[src/rtl/cpra_pkg.sv]
// Shared types and constants for the contiguous page run allocator.
package cpra_pkg;

    // Widths of the item fields seen at the ports.
    localparam int W_OP        = 1;
    localparam int W_REQ       = 12;
    localparam int W_PAGE_IN   = 10;
    localparam int W_RUN_START = 10;
    localparam int W_COUNT     = 11;

    typedef enum logic [W_OP-1:0] {
        OP_ALLOC = 1'b0,
        OP_FREE  = 1'b1
    } op_t;

    // Commands from the controller to the datapath.
    typedef struct packed {
        logic clear;      // clearing pass: zero both stores at the write pointer
        logic load;       // capture the accepted item
        logic scan_p1;    // start the search at the hint
        logic scan_p2;    // start the search at page 0, bounded by the hint
        logic scan;       // advance the bitmap scan by one page
        logic mark;       // set one used bit of the placed run
        logic rel_start;  // take the run length, clear it and start releasing
        logic release_pg; // clear one used bit of the released run
        logic set_fail;   // result is a rejection
        logic out_load;   // move the result into the output register
    } cmd_t;

    // Status from the datapath to the controller.
    typedef struct packed {
        logic op_free;
        logic want_bad;
        logic page_bad;
        logic hit;
        logic pass_done;
        logic mark_last;
        logic len_zero;
        logic rel_last;
        logic clr_last;
    } sts_t;

endpackage

[src/rtl/cpra_ctrl.sv]
// Controller state machine for the contiguous page run allocator.
module cpra_ctrl (
    input  logic          aclk,
    input  logic          aresetn,
    input  logic          s_valid,
    output logic          s_ready,
    output logic          m_valid,
    input  logic          m_ready,
    output cpra_pkg::cmd_t cmd,
    input  cpra_pkg::sts_t sts
);

    typedef enum logic [3:0] {
        ST_CLEAR,
        ST_IDLE,
        ST_DECODE,
        ST_SCAN1,
        ST_SCAN2,
        ST_MARK,
        ST_FREE_LEN,
        ST_RELEASE,
        ST_RESP
    } state_t;

    state_t state_reg, state_next;
    logic   m_valid_reg, m_valid_next;

    always_comb begin
        state_next   = state_reg;
        m_valid_next = m_valid_reg;
        cmd          = '0;
        if (m_valid_reg && m_ready) begin
            m_valid_next = 1'b0;
        end
        case (state_reg)
            ST_CLEAR: begin
                cmd.clear = 1'b1;
                if (sts.clr_last) begin
                    state_next = ST_IDLE;
                end
            end
            ST_IDLE: begin
                if (s_valid) begin
                    cmd.load   = 1'b1;
                    state_next = ST_DECODE;
                end
            end
            ST_DECODE: begin
                if (!sts.op_free) begin
                    if (sts.want_bad) begin
                        cmd.set_fail = 1'b1;
                        state_next   = ST_RESP;
                    end else begin
                        cmd.scan_p1 = 1'b1;
                        state_next  = ST_SCAN1;
                    end
                end else begin
                    if (sts.page_bad) begin
                        cmd.set_fail = 1'b1;
                        state_next   = ST_RESP;
                    end else begin
                        state_next = ST_FREE_LEN;
                    end
                end
            end
            ST_SCAN1: begin
                cmd.scan = 1'b1;
                if (sts.hit) begin
                    state_next = ST_MARK;
                end else if (sts.pass_done) begin
                    cmd.scan_p2 = 1'b1;
                    state_next  = ST_SCAN2;
                end
            end
            ST_SCAN2: begin
                cmd.scan = 1'b1;
                if (sts.hit) begin
                    state_next = ST_MARK;
                end else if (sts.pass_done) begin
                    cmd.set_fail = 1'b1;
                    state_next   = ST_RESP;
                end
            end
            ST_MARK: begin
                cmd.mark = 1'b1;
                if (sts.mark_last) begin
                    state_next = ST_RESP;
                end
            end
            ST_FREE_LEN: begin
                if (sts.len_zero) begin
                    cmd.set_fail = 1'b1;
                    state_next   = ST_RESP;
                end else begin
                    cmd.rel_start = 1'b1;
                    state_next    = ST_RELEASE;
                end
            end
            ST_RELEASE: begin
                cmd.release_pg = 1'b1;
                if (sts.rel_last) begin
                    state_next = ST_RESP;
                end
            end
            ST_RESP: begin
                // The result waits here only while the previous one is still held.
                if (!m_valid_reg || m_ready) begin
                    cmd.out_load = 1'b1;
                    m_valid_next = 1'b1;
                    state_next   = ST_IDLE;
                end
            end
            default: begin
                state_next = ST_CLEAR;
            end
        endcase
    end

    always_ff @(posedge aclk) begin
        if (!aresetn) begin
            state_reg   <= ST_CLEAR;
            m_valid_reg <= 1'b0;
        end else begin
            state_reg   <= state_next;
            m_valid_reg <= m_valid_next;
        end
    end

    assign s_ready = (state_reg == ST_IDLE);
    assign m_valid = m_valid_reg;

endmodule

[config.mk]
export PLATFORM = sky130hd
export DESIGN_NAME = cpra_ctrl
export DESIGN_NICKNAME = d
export VERILOG_FILES = /design/src/rtl/cpra_pkg.sv /design/src/rtl/cpra_ctrl.sv
export SDC_FILE = /design/constraint.sdc
export NUM_CORES = 1
export LEC_CHECK = 0
export ABC_CLOCK_PERIOD_IN_PS = 2040
export BUFFER_PORTS_ARGS = -buffer_cell sky130_fd_sc_hd__buf_2
export CAP_MARGIN = 20
export CELL_PAD_IN_SITES_DETAIL_PLACEMENT = 1
export CELL_PAD_IN_SITES_GLOBAL_PLACEMENT = 2
export CORE_MARGIN = 5
export CORE_UTILIZATION = 24
export DETAILED_ROUTE_END_ITERATION = 12
export PLACE_DENSITY = 0.76
export SYNTH_ARGS = -nofsm -noshare
export SYNTH_HDL_FRONTEND = slang
export SYNTH_SLANG_ARGS = --single-unit
export TNS_END_PERCENT = 100
[constraint.sdc]
create_clock -name aclk -period 2.04 [get_ports aclk]
set_input_delay 0.408 -clock aclk [delete_from_list [all_inputs] [get_ports aclk]]
set_output_delay 0.408 -clock aclk [all_outputs]
set_load 0.02 [all_outputs]
==> results of run 1 <==
==> layout make-up <==
type / instances / area, µm²
inverter: 2 / 7.51
fill: 312 / 1620
timing repair buffer: 31 / 173
tap: 30 / 37.5
sequential: 5 / 101
clock buffer: 4 / 26.3
multi-input combinational: 65 / 467
==> where the power goes <==
part	internal (mW)	total (mW)	switching (mW)
Clock	0.0739	0.114	0.0400
Sequential	0.119	0.142	0.0230
Combinational	0.208	0.475	0.267
==> worst max-delay path, cell delays in order, from the launching register on <==
cell and delay (ns):
sky130_fd_sc_hd__dfxtp_1 0.37, sky130_fd_sc_hd__or4b_4 0.57, sky130_fd_sc_hd__o21ai_0 0.15, sky130_fd_sc_hd__buf_2 0.18
==> cell families (layout without fill, tap and decap cells) <==
logic type	after synthesis	count (layout)	synth area share (%)
buffers and inverters	8	37	5.68
flip-flops	5	5	16.8
multiplexers	4	4	6.95
AO/OA/AOI/OAI	18	18	24.0
AND/OR/NAND/NOR	43	43	46.5
==> stage by stage <==
step / power, mW / cells / area (µm²) / setup WS, ns / hold WS (ns)
after detailed placement: 0.617 / 133 / 778 / 0.242 / 0.567
final: 0.731 / 137 / 812 / 0.125 / 0.458
after floorplan: 0.465 / 78 / 594 / 0.0550 / 0.526
after global routing: 0.794 / 137 / 812 / 0.0209 / 0.451
after global placement: 0.611 / 133 / 778 / 0.248 / 0.545
after CTS: 0.739 / 137 / 805 / 0.0449 / 0.450
==> synthesized netlist by cell type <==
library cell / instances / area share (%)
sky130_fd_sc_hd__a21oi_1: 3 / 2.5
sky130_fd_sc_hd__nand4bb_1: 1 / 1.9
sky130_fd_sc_hd__dfxtp_1: 5 / 17
sky130_fd_sc_hd__nor4b_1: 2 / 2.9
sky130_fd_sc_hd__or3_1: 2 / 2.1
sky130_fd_sc_hd__and2_1: 2 / 2.1
sky130_fd_sc_hd__buf_1: 2 / 1.3
sky130_fd_sc_hd__o31ai_1: 1 / 1.3
sky130_fd_sc_hd__a31o_2: 1 / 1.5
sky130_fd_sc_hd__a211o_1: 1 / 1.5
sky130_fd_sc_hd__nor3_1: 2 / 1.7
sky130_fd_sc_hd__o211ai_1: 1 / 1.3
sky130_fd_sc_hd__nor4_4: 1 / 3.6
sky130_fd_sc_hd__nand2b_1: 5 / 5.3
sky130_fd_sc_hd__nor4bb_1: 1 / 1.7
sky130_fd_sc_hd__nor2_1: 5 / 3.2
sky130_fd_sc_hd__a22o_1: 1 / 1.5
sky130_fd_sc_hd__buf_2: 3 / 2.5
sky130_fd_sc_hd__inv_1: 2 / 1.3
sky130_fd_sc_hd__o211a_1: 1 / 1.7
sky130_fd_sc_hd__nand3b_1: 2 / 2.5
sky130_fd_sc_hd__nand2_1: 7 / 4.4
sky130_fd_sc_hd__o21a_1: 1 / 1.3
sky130_fd_sc_hd__mux2_2: 1 / 1.9
sky130_fd_sc_hd__mux2i_1: 3 / 5.1
sky130_fd_sc_hd__o2111ai_1: 1 / 1.5
sky130_fd_sc_hd__o21ai_0: 4 / 3.4
sky130_fd_sc_hd__nor2b_1: 8 / 8.4
sky130_fd_sc_hd__nor4_1: 2 / 2.1
sky130_fd_sc_hd__a21o_1: 1 / 1.3
sky130_fd_sc_hd__nor3b_1: 1 / 1.3
sky130_fd_sc_hd__or2_2: 1 / 1.1
sky130_fd_sc_hd__a211oi_4: 1 / 3.4
sky130_fd_sc_hd__or4b_4: 1 / 2.3
sky130_fd_sc_hd__a211oi_2: 1 / 2.1
sky130_fd_sc_hd__clkbuf_1: 1 / 0.63
==> worst max path at each step <==
stage | startpoint | to | cells past startpoint
after floorplan | state_reg[2] | cmd[7] | 4
after global placement | sts[8] | cmd[1] | 5
after detailed placement | sts[8] | cmd[1] | 5
after CTS | state_reg[0] | cmd[0] | 4
after global routing | state_reg[3] | cmd[1] | 3
final | state_reg[3] | cmd[1] | 3
==> metal layers <==
| layer | vias to the layer above | global-route usage (%) | wire length, µm |
|---|---|---|---|
| met5 | - | 0 | 0 |
| met4 | 0 | 3.80 | 0 |
| met3 | 0 | 2.59 | 92 |
| met2 | 12 | 18.7 | 927 |
| met1 | 325 | 13.0 | 759 |
| li1 | 339 | - | - |
==> results.md, run 1 <==
| Step | Quantity | Value |
|---|---|---|
| routing | Antenna viol nets, final | 0 |
| timing | Transition time at the pin with the least slew margin | 0.372 ns |
| worst setup path | Path depth of the worst reg2reg path | 5 |
| floorplanning | Initial core utilization | 24.4% |
| timing | Setup repair after global routing missed its margin | false |
| routing | Number of design-rule violations left by the first detailed-router iteration | 6 |
| floorplanning | Boundary pin count | 25 |
| global route | Overall overflow remaining after global route | 0 |
| finish | Ratio of cells with drive above 1 in the final layout | 40.2% |
| floorplanning | Overall die width | 59.8 µm |
| finish | Flip-flop count of the largest register, all copies and words added | 4 |
| worst setup path | Setup CP Type | reg -> out |
| floorplanning | Area of the die | 3570 µm² |
| clock tree | H-Tree Level Count | 1 |
| worst setup path | Largest driver fanout on the critical path | 8 |
| worst setup path | CP startpoint kind | register |
| clock tree | Clock transition at path regs | 0.04 ns |
| routing | Wire length per cell after detailed routing | 13.0 µm |
| logic synthesis | Synth Cell Area | 594 µm² |
| worst setup path | Crit path required time | 1.63 ns |
| routing | Post-route DRC violation count | 0 |
| logic synthesis | Yosys warnings | 0 |
| logic synthesis | Post-Synthesis Net Count | 91 |
| global route | Global-route wire length before repair | 3000 µm |
| clock tree | Clock latency of the later-clocked register in the worst-skew pair | 0.24 ns |
| finish | Count of nets after finishing | 121 |
| global route | GRT Util Overall | 10.9% |
| clock tree | CTS tree | done |
| finish | Most used cells in the layout excluding fill and tap cells | sky130_fd_sc_hd__buf_2 (24), sky130_fd_sc_hd__nor2b_1 (8), sky130_fd_sc_hd__nand2_1 (7), sky130_fd_sc_hd__buf_4 (7) |
| global route | Antenna violations before repair | 0 |
| global route | Largest net degree at the start of global routing | 12 |
| placed design | Port bufs | 24 |
| finish | Most frequent standard cell in the layout excluding fill and tap cells | sky130_fd_sc_hd__buf_2 |
| clock tree | Post-CTS sizing | 0 |
| placed design | Last weighted congestion value of the routability-driven placer | 0.694 |
| logic synthesis | Mapped Avg Cell Area | 7.62 µm² |
| logic synthesis | Number of distinct standard cells referenced by the synthesized netlist | 36 |
| timing | Total negative setup slack | 0 ns |
| min path | Startpoint of the most critical hold path | aresetn |
| timing | Number of max-slew violations in the final report | 0 |
| worst setup path | Capturing element type of the critical path | primary output |
| logic synthesis | Portion of the post-synthesis area used by sequential elements | 16.8% |
| timing | Final Hold Violating Endpoints | 0 |
| worst setup path | Setup slack on the worst flop-to-flop path | 0.42 ns |
| finish | Antenna cell count | 0 |
| routing | Vias after detailed routing | 676 |
| run | Number of maximum-capacitance violations | 0 |
| logic synthesis | Post-Synthesis Cells | 78 |
| routing | Sum of routed wire length over all layers | 1780 µm |
| floorplanning | Die Height | 59.8 µm |
| timing | Setup-violating endpoint count in the final report | 0 |
| power | Pwr per Cell Area | 900 nW/µm² |
| floorplanning | Core area | 2430 µm² |
| clock tree | Max Root-Sink Buffers | 2 |
| placed design | Detailed Place HPWL | 1450 µm |
| floorplanning | Site row count | 18 |
| timing | Normalized max-slew margin | 75.0% |
| min path | Endpoint with the worst hold slack | m_valid |
| routing | 1st-pass router iterations | 3 |
| clock tree | Number of clock sinks seen by CTS | 5 |
| power | Maximum ir drop on the vdd rail | 0.361 mV |
| min path | Class of the most critical hold timing path | in -> reg |
| worst setup path | Worst reg2reg startpoint | state_reg[3] |
| timing | Final critical delay including setup and external delays | 1.92 ns |
| clock tree | Clock root cell | sky130_fd_sc_hd__clkbuf_4 |
| timing | Max Clock Skew | 0.00148 ns |
| power | Static leakage | 0.384 nW |
| worst setup path | Data arrival time of the critical path | 1.51 ns |
| timing | Final clock period utilization by the worst path | 93.9% |
| global route | Vias in the first global route | 703 |
| worst setup path | Worst flop-to-flop path endpoint | state_reg[2] |
| timing | Max Fclk | 522 MHz |
| run status | Result of the run | completed |
| finish | Core occupancy in the finished layout | 33.4% |
| clock tree | Hold-fix buffers, CTS | 0 |
| routing | Drt via density | 4.93 |
| clock tree | Number of buffers inserted during clock tree synthesis | 3 |
| clock tree | Setup fix buffers added after clock tree synthesis | 0 |
| min path | Hold path depth | 2 |
| finish | P&R area growth vs syn | 36.6% |
| logic synthesis | Yosys reg bits | 5 |
(Power assumes the default switching activity.)
==> inputs of run 2 (changes only) <==
- BUFFER_PORTS_ARGS: -buffer_cell sky130_fd_sc_hd__buf_2 -> -buffer_cell sky130_fd_sc_hd__buf_4
==> run 2 against run 1 <==
Count of clock-buffer cells in the layout unchanged; combinational power is 6.9% higher; clock power hardly changed; largest power group unchanged; highest routed layer unchanged; total power increased by 5.0%; critical path type unchanged.
==> results.md, run 2 (synthesis results as in run 1) <==
| Step | Quantity | Value |
|---|---|---|
| clock tree | Setup fix buffers added after clock tree synthesis | 0 |
| placed design | Worst-case setup slack after placement | 0.209 ns |
| power | Total power consumption of the routed design | 0.768 mW |
| global route | Antenna violations before repair | 0 |
| finish | Layout filler cell count | 313 |
| timing | Normalized max-slew margin | 74.6% |
| placed design | Port bufs | 24 |
| worst setup path | Path depth of the worst reg2reg path | 5 |
| routing | Vias after detailed routing | 685 |
| routing | Drt via density | 5.00 |
| timing | Max Fclk | 515 MHz |
| min path | Endpoint with the worst hold slack | m_valid |
| placed design | Post-placement cell area | 838 µm² |
| floorplanning | Die Height | 59.8 µm |
| worst setup path | Crit path required time | 1.63 ns |
| finish | Ratio of cells with drive above 1 in the final layout | 39.3% |
| min path | Hold path depth | 2 |
| power | Static leakage | 0.394 nW |
| global route | GRT Util Overall | 11.7% |
| clock tree | Max Root-Sink Buffers | 2 |
| placed design | Last weighted congestion value of the routability-driven placer | 0.714 |
| worst setup path | Capturing element type of the critical path | primary output |
| worst setup path | Setup CP Type | reg -> out |
| power | Proportion of power drawn by the clock network | 14.8% |
| global route | Largest net degree at the start of global routing | 11 |
| worst setup path | Worst flop-to-flop path endpoint | state_reg[3] |
| clock tree | H-Tree Level Count | 1 |
| power | Pwr per Cell Area | 882 nW/µm² |
| clock tree | Number of clock sinks seen by CTS | 5 |
| clock tree | Clock latency of the later-clocked register in the worst-skew pair | 0.24 ns |
| power | Internal cell power | 0.429 mW |
| timing | Setup repair after global routing missed its margin | false |
| finish | Count of nets after finishing | 121 |
| floorplanning | Initial core utilization | 24.4% |
| clock tree | Clock transition at path regs | 0.05 ns |
| finish | Most frequent standard cell in the layout excluding fill and tap cells | sky130_fd_sc_hd__buf_4 |
| routing | Post-route DRC violation count | 0 |
| finish | Core occupancy in the finished layout | 35.8% |
| timing | Final critical delay including setup and external delays | 1.94 ns |
| power | Power dissipated by switching net loads | 0.338 mW |
| finish | P&R area growth vs syn | 46.5% |
| timing | Transition time at the pin with the least slew margin | 0.379 ns |
| clock tree | Clock root cell | sky130_fd_sc_hd__clkbuf_4 |
| routing | Sum of routed wire length over all layers | 1900 µm |
| power | Net switching share of the total power | 44.1% |
| routing | Wire length per cell after detailed routing | 13.9 µm |
| routing | Number of design-rule violations left by the first detailed-router iteration | 16 |
| min path | Class of the most critical hold timing path | in -> reg |
| floorplanning | Boundary pin count | 25 |
| timing | Final clock period utilization by the worst path | 95.2% |
| placed design | Detailed Place HPWL | 1530 µm |
| worst setup path | Worst reg2reg startpoint | state_reg[1] |
| timing | Max Clock Skew | 0.00541 ns |
| floorplanning | Site row count | 18 |
| run | Number of maximum-capacitance violations | 0 |
| timing | Total negative setup slack | 0 ns |
| clock tree | Number of buffers inserted during clock tree synthesis | 3 |
| finish | Antenna cell count | 0 |
| worst setup path | Setup slack on the worst flop-to-flop path | 0.40 ns |
| finish | Area used by multi-input combinational logic | 467 µm² |
| timing | Setup-violating endpoint count in the final report | 0 |
| worst setup path | Data arrival time of the critical path | 1.53 ns |
| clock tree | Hold-fix buffers, CTS | 0 |
| global route | Global-route wire length before repair | 3270 µm |
| routing | 1st-pass router iterations | 4 |
| finish | Most used cells in the layout excluding fill and tap cells | sky130_fd_sc_hd__buf_4 (31), sky130_fd_sc_hd__nor2b_1 (8), sky130_fd_sc_hd__nand2_1 (7) |
| global route | Overall overflow remaining after global route | 0 |
| timing | Post-route setup slack | 0.0989 ns |
| floorplanning | Overall die width | 59.8 µm |
| min path | Startpoint of the most critical hold path | aresetn |
| timing | Number of max-slew violations in the final report | 0 |
| finish | Flip-flop count of the largest register, all copies and words added | 4 |
| clock tree | CTS tree | done |
| power | Maximum ir drop on the vdd rail | 0.519 mV |
| global route | Vias in the first global route | 736 |
| worst setup path | Largest driver fanout on the critical path | 7 |
| routing | Antenna viol nets, final | 0 |
| power | Seq pwr share | 19.0% |
| finish | Non-Filler Cell Area, Final | 871 µm² |
| timing | Final Hold Violating Endpoints | 0 |
| run status | Result of the run | completed |
| finish | Area taken by flip-flops and latches | 100 µm² |
| floorplanning | Area of the die | 3570 µm² |
| floorplanning | Core area | 2430 µm² |
| power | Comb pwr share | 66.2% |
| worst setup path | CP startpoint kind | register |
run 2: how the worst max path moves through the flow:
| stage | startpoint | to | slack, ns | cells past startpoint |
|---|---|---|---|---|
| detailed placement | sts[8] | cmd[1] | 0.21 | 5 |
| CTS | state_reg[0] | cmd[0] | 0.05 | 4 |
| global route | state_reg[1] | cmd[1] | 0.007 | 3 |
| global placement | sts[8] | cmd[1] | 0.25 | 5 |
| finish | state_reg[1] | cmd[1] | 0.1 | 3 |
| floorplan | state_reg[2] | cmd[7] | 0.06 | 4 |
run 2: layout make-up:
type                            instances  area share, %
Timing Repair Buffer                   31           26.7
Inverter                                2          0.862
Clock buffer                            4           3.02
Tap cell                               30           4.31
Multi-Input combinational cell         65           53.6
Sequential cell                         5           11.5
run 2: through the flow:
step / std cells / hold slack, ns
after global routing: 137 / 0.445
after CTS: 137 / 0.442
final: 137 / 0.447
after global placement: 133 / 0.548
after detailed placement: 133 / 0.577
after floorplan: 78 / 0.526
run 2: power groups by stage:
stage	registers [mW]	logic [mW]	clock network [mW]
5_1_grt	0.151	0.551	0.130
3_3_place_gp	0.144	0.500	0
2_1_floorplan	0.137	0.328	0
4_1_cts	0.145	0.512	0.119
3_5_place_dp	0.146	0.510	0
6_report	0.146	0.508	0.114
run 2: metal layers:
metal	vias to the layer above	share of wire, %	GRT usage, %
met3	0	5.5	4.32
met4	0	0	1.27
met2	17	49	20.7
met1	330	46	13.9
li1	338	-	-
met5	-	0	0
run 2: timing repair:
item	4_1_cts	5_1_grt
endpoints found under the hold margin	0	0
endpoints found under the setup margin	0	1
resized for setup	0	1
run 2: critical path, cell delays in order (launching register included):
cell                      delay, ns
sky130_fd_sc_hd__dfxtp_1       0.38
sky130_fd_sc_hd__or4b_4        0.54
sky130_fd_sc_hd__o21ai_0       0.20
sky130_fd_sc_hd__buf_4         0.17
==> inputs of run 3 (changes only) <==
- GPL_TIMING_DRIVEN: unset -> 0
==> run 3 against run 2 <==
Count of clock-buffer cells in the layout unchanged; non-clock buffer count down 1; sequential share of layout area about the same; largest power group unchanged; clock power up 5%; flip-flop and latch count unchanged; worst hold slack worse by 0.0079 ns; sequential power about the same; via count up 0.44%.
==> results.md, run 3 (synthesis results as in run 1) <==
| Step | Quantity | Value |
|---|---|---|
| worst setup path | Top cell by count, worst path | sky130_fd_sc_hd__buf_4 |
| worst setup path | Largest driver fanout on the critical path | 10 |
| global route | Antenna violations before repair | 0 |
| finish | Ratio of cells with drive above 1 in the final layout | 40.6% |
| placed design | Port bufs | 24 |
| timing | Setup repair after global routing missed its margin | false |
| worst setup path | Max incr delay on CP | 0.33 ns |
| power | Static leakage | 0.390 nW |
| routing | Post-route DRC violation count | 0 |
| global route | Global-route wire length before repair | 3260 µm |
| finish | P&R area growth vs syn | 46.9% |
| floorplanning | Initial core utilization | 24.4% |
| clock tree | Number of buffers inserted during clock tree synthesis | 3 |
| timing | Final critical delay including setup and external delays | 1.95 ns |
| finish | Most frequent standard cell in the layout excluding fill and tap cells | sky130_fd_sc_hd__buf_4 |
| worst setup path | Crit path required time | 1.63 ns |
| routing | 1st-pass router iterations | 4 |
| worst setup path | Capturing element type of the critical path | primary output |
| global route | Vias in the first global route | 728 |
| finish | Antenna cell count | 0 |
| finish | Core occupancy in the finished layout | 35.9% |
| worst setup path | Slowest cell on the critical path | sky130_fd_sc_hd__dfxtp_1 |
| global route | GRT Util Overall | 11.9% |
| timing | Post-route setup slack | 0.0945 ns |
| timing | Max Fclk | 514 MHz |
| power | Pwr per Cell Area | 882 nW/µm² |
| placed design | Detailed Place HPWL | 1540 µm |
| clock tree | Clock transition at path regs | 0.05 ns |
| clock tree | CTS tree | done |
| finish | Flip-flop count of the largest register, all copies and words added | 4 |
| worst setup path | CP startpoint kind | register |
| routing | Antenna viol nets, final | 0 |
| floorplanning | Overall die width | 59.8 µm |
| clock tree | H-Tree Level Count | 1 |
| finish | Layout filler cell count | 317 |
| placed design | Last weighted congestion value of the routability-driven placer | 0.722 |
| timing | Transition time at the pin with the least slew margin | 0.422 ns |
| routing | Sum of routed wire length over all layers | 2040 µm |
| power | Maximum ir drop on the vdd rail | 0.526 mV |
| run | Number of maximum-capacitance violations | 0 |
| worst setup path | Setup CP Type | reg -> out |
| finish | Most used cells in the layout excluding fill and tap cells | sky130_fd_sc_hd__buf_4 (26), sky130_fd_sc_hd__nor2b_1 (8), sky130_fd_sc_hd__nand2_1 (7), sky130_fd_sc_hd__clkbuf_4 (6) |
| global route | Largest net degree at the start of global routing | 11 |
| min path | Startpoint of the most critical hold path | aresetn |
| min path | Class of the most critical hold timing path | in -> reg |
| worst setup path | Worst reg2reg startpoint | state_reg[3] |
| timing | Number of max-slew violations in the final report | 0 |
| timing | Setup-violating endpoint count in the final report | 0 |
| routing | Wire length per cell after detailed routing | 15.0 µm |
| clock tree | Hold-fix buffers, CTS | 0 |
| floorplanning | Core area | 2430 µm² |
| clock tree | Clock latency of the later-clocked register in the worst-skew pair | 0.25 ns |
| routing | Number of design-rule violations left by the first detailed-router iteration | 6 |
| routing | Drt via density | 5.06 |
| timing | Final clock period utilization by the worst path | 95.4% |
| clock tree | Max Root-Sink Buffers | 2 |
| worst setup path | Critical-path cell list | buf_4, buf_4, nand2b_1, nor4b_2, buf_4 |
| timing | Max Clock Skew | 0.00420 ns |
| floorplanning | Site row count | 18 |
| finish | Count of nets after finishing | 120 |
| floorplanning | Area of the die | 3570 µm² |
| timing | Total negative setup slack | 0 ns |
| clock tree | Setup fix buffers added after clock tree synthesis | 0 |
| worst setup path | Source of the critical timing path | state_reg[2] |
| routing | Vias after detailed routing | 688 |
| placed design | Worst-case setup slack after placement | 0.121 ns |
| clock tree | Clock root cell | sky130_fd_sc_hd__clkbuf_4 |
| timing | Final Hold Violating Endpoints | 0 |
| power | Total power consumption of the routed design | 0.771 mW |
| clock tree | Number of clock sinks seen by CTS | 5 |
| run status | Result of the run | completed |
| timing | Normalized max-slew margin | 71.6% |
| floorplanning | Boundary pin count | 25 |
| floorplanning | Die Height | 59.8 µm |
| worst setup path | Data arrival time of the critical path | 1.54 ns |
| global route | Overall overflow remaining after global route | 0 |
## run 3: cell count changes in the layout (fill, tap and decap cells not counted), sizes merged
cell / previous run / this run
buf: 31 / 27
clkbuf: 4 / 7
## run 3: path summary, 6_finish.rpt
check	slack (ns)	cells after the start	endpoint
worst max-delay path	0.09	5	cmd[7]
worst min register to register	0.68	2	m_valid
worst min-delay path	0.44	2	m_valid
worst max register to register	0.36	5	state_reg[0]
## run 3: metrics by stage
step	cell area (µm²)	hold WS, ns	cells
after floorplan	594	0.526	78
after global placement	812	0.655	132
after detailed placement	812	0.670	132
after CTS	848	0.434	136
after global routing	873	0.441	136
final	873	0.440	136
## run 3: cell type report
class | count | area [µm²] | area share (%)
plain buffers | 6 | 42.5 | 4.87
inverters | 2 | 7.51 | 0.860
flip-flops and latches | 5 | 100 | 11.5
repair buffers | 24 | 180 | 20.6
clock buffers | 4 | 26.3 | 3.01
well taps | 30 | 37.5 | 4.30
multi-input cells | 65 | 479 | 54.9
## run 3: where the power goes
group          internal [mW]  leakage (nW)  switching (mW)
logic                  0.226         0.334           0.281
registers              0.119        0.0407          0.0255
clock network         0.0743        0.0150          0.0454
## run 3: metal layers
metal | vias up | part of all wire [%] | GRT usage, %
met5 | - | 0 | 0
met4 | 0 | 0 | 1.90
met3 | 0 | 5.0 | 3.67
met2 | 14 | 51 | 21.9
met1 | 333 | 44 | 13.5
li1 | 341 | - | -
## run 3: what timing repair did
action                                  4_1_cts  5_1_grt
endpoints found under the setup margin        4        4
pin swaps                                     0        0
gates resized for setup                       4       11
## run 3: worst max-delay path: cells and delay by family (launching register included)
| kind | cells | cell delay, ns |
|---|---|---|
| buffers and inverters | 3 | 0.55 |
| flip-flops | 1 | 0.33 |
| AND/OR/NAND/NOR | 2 | 0.42 |
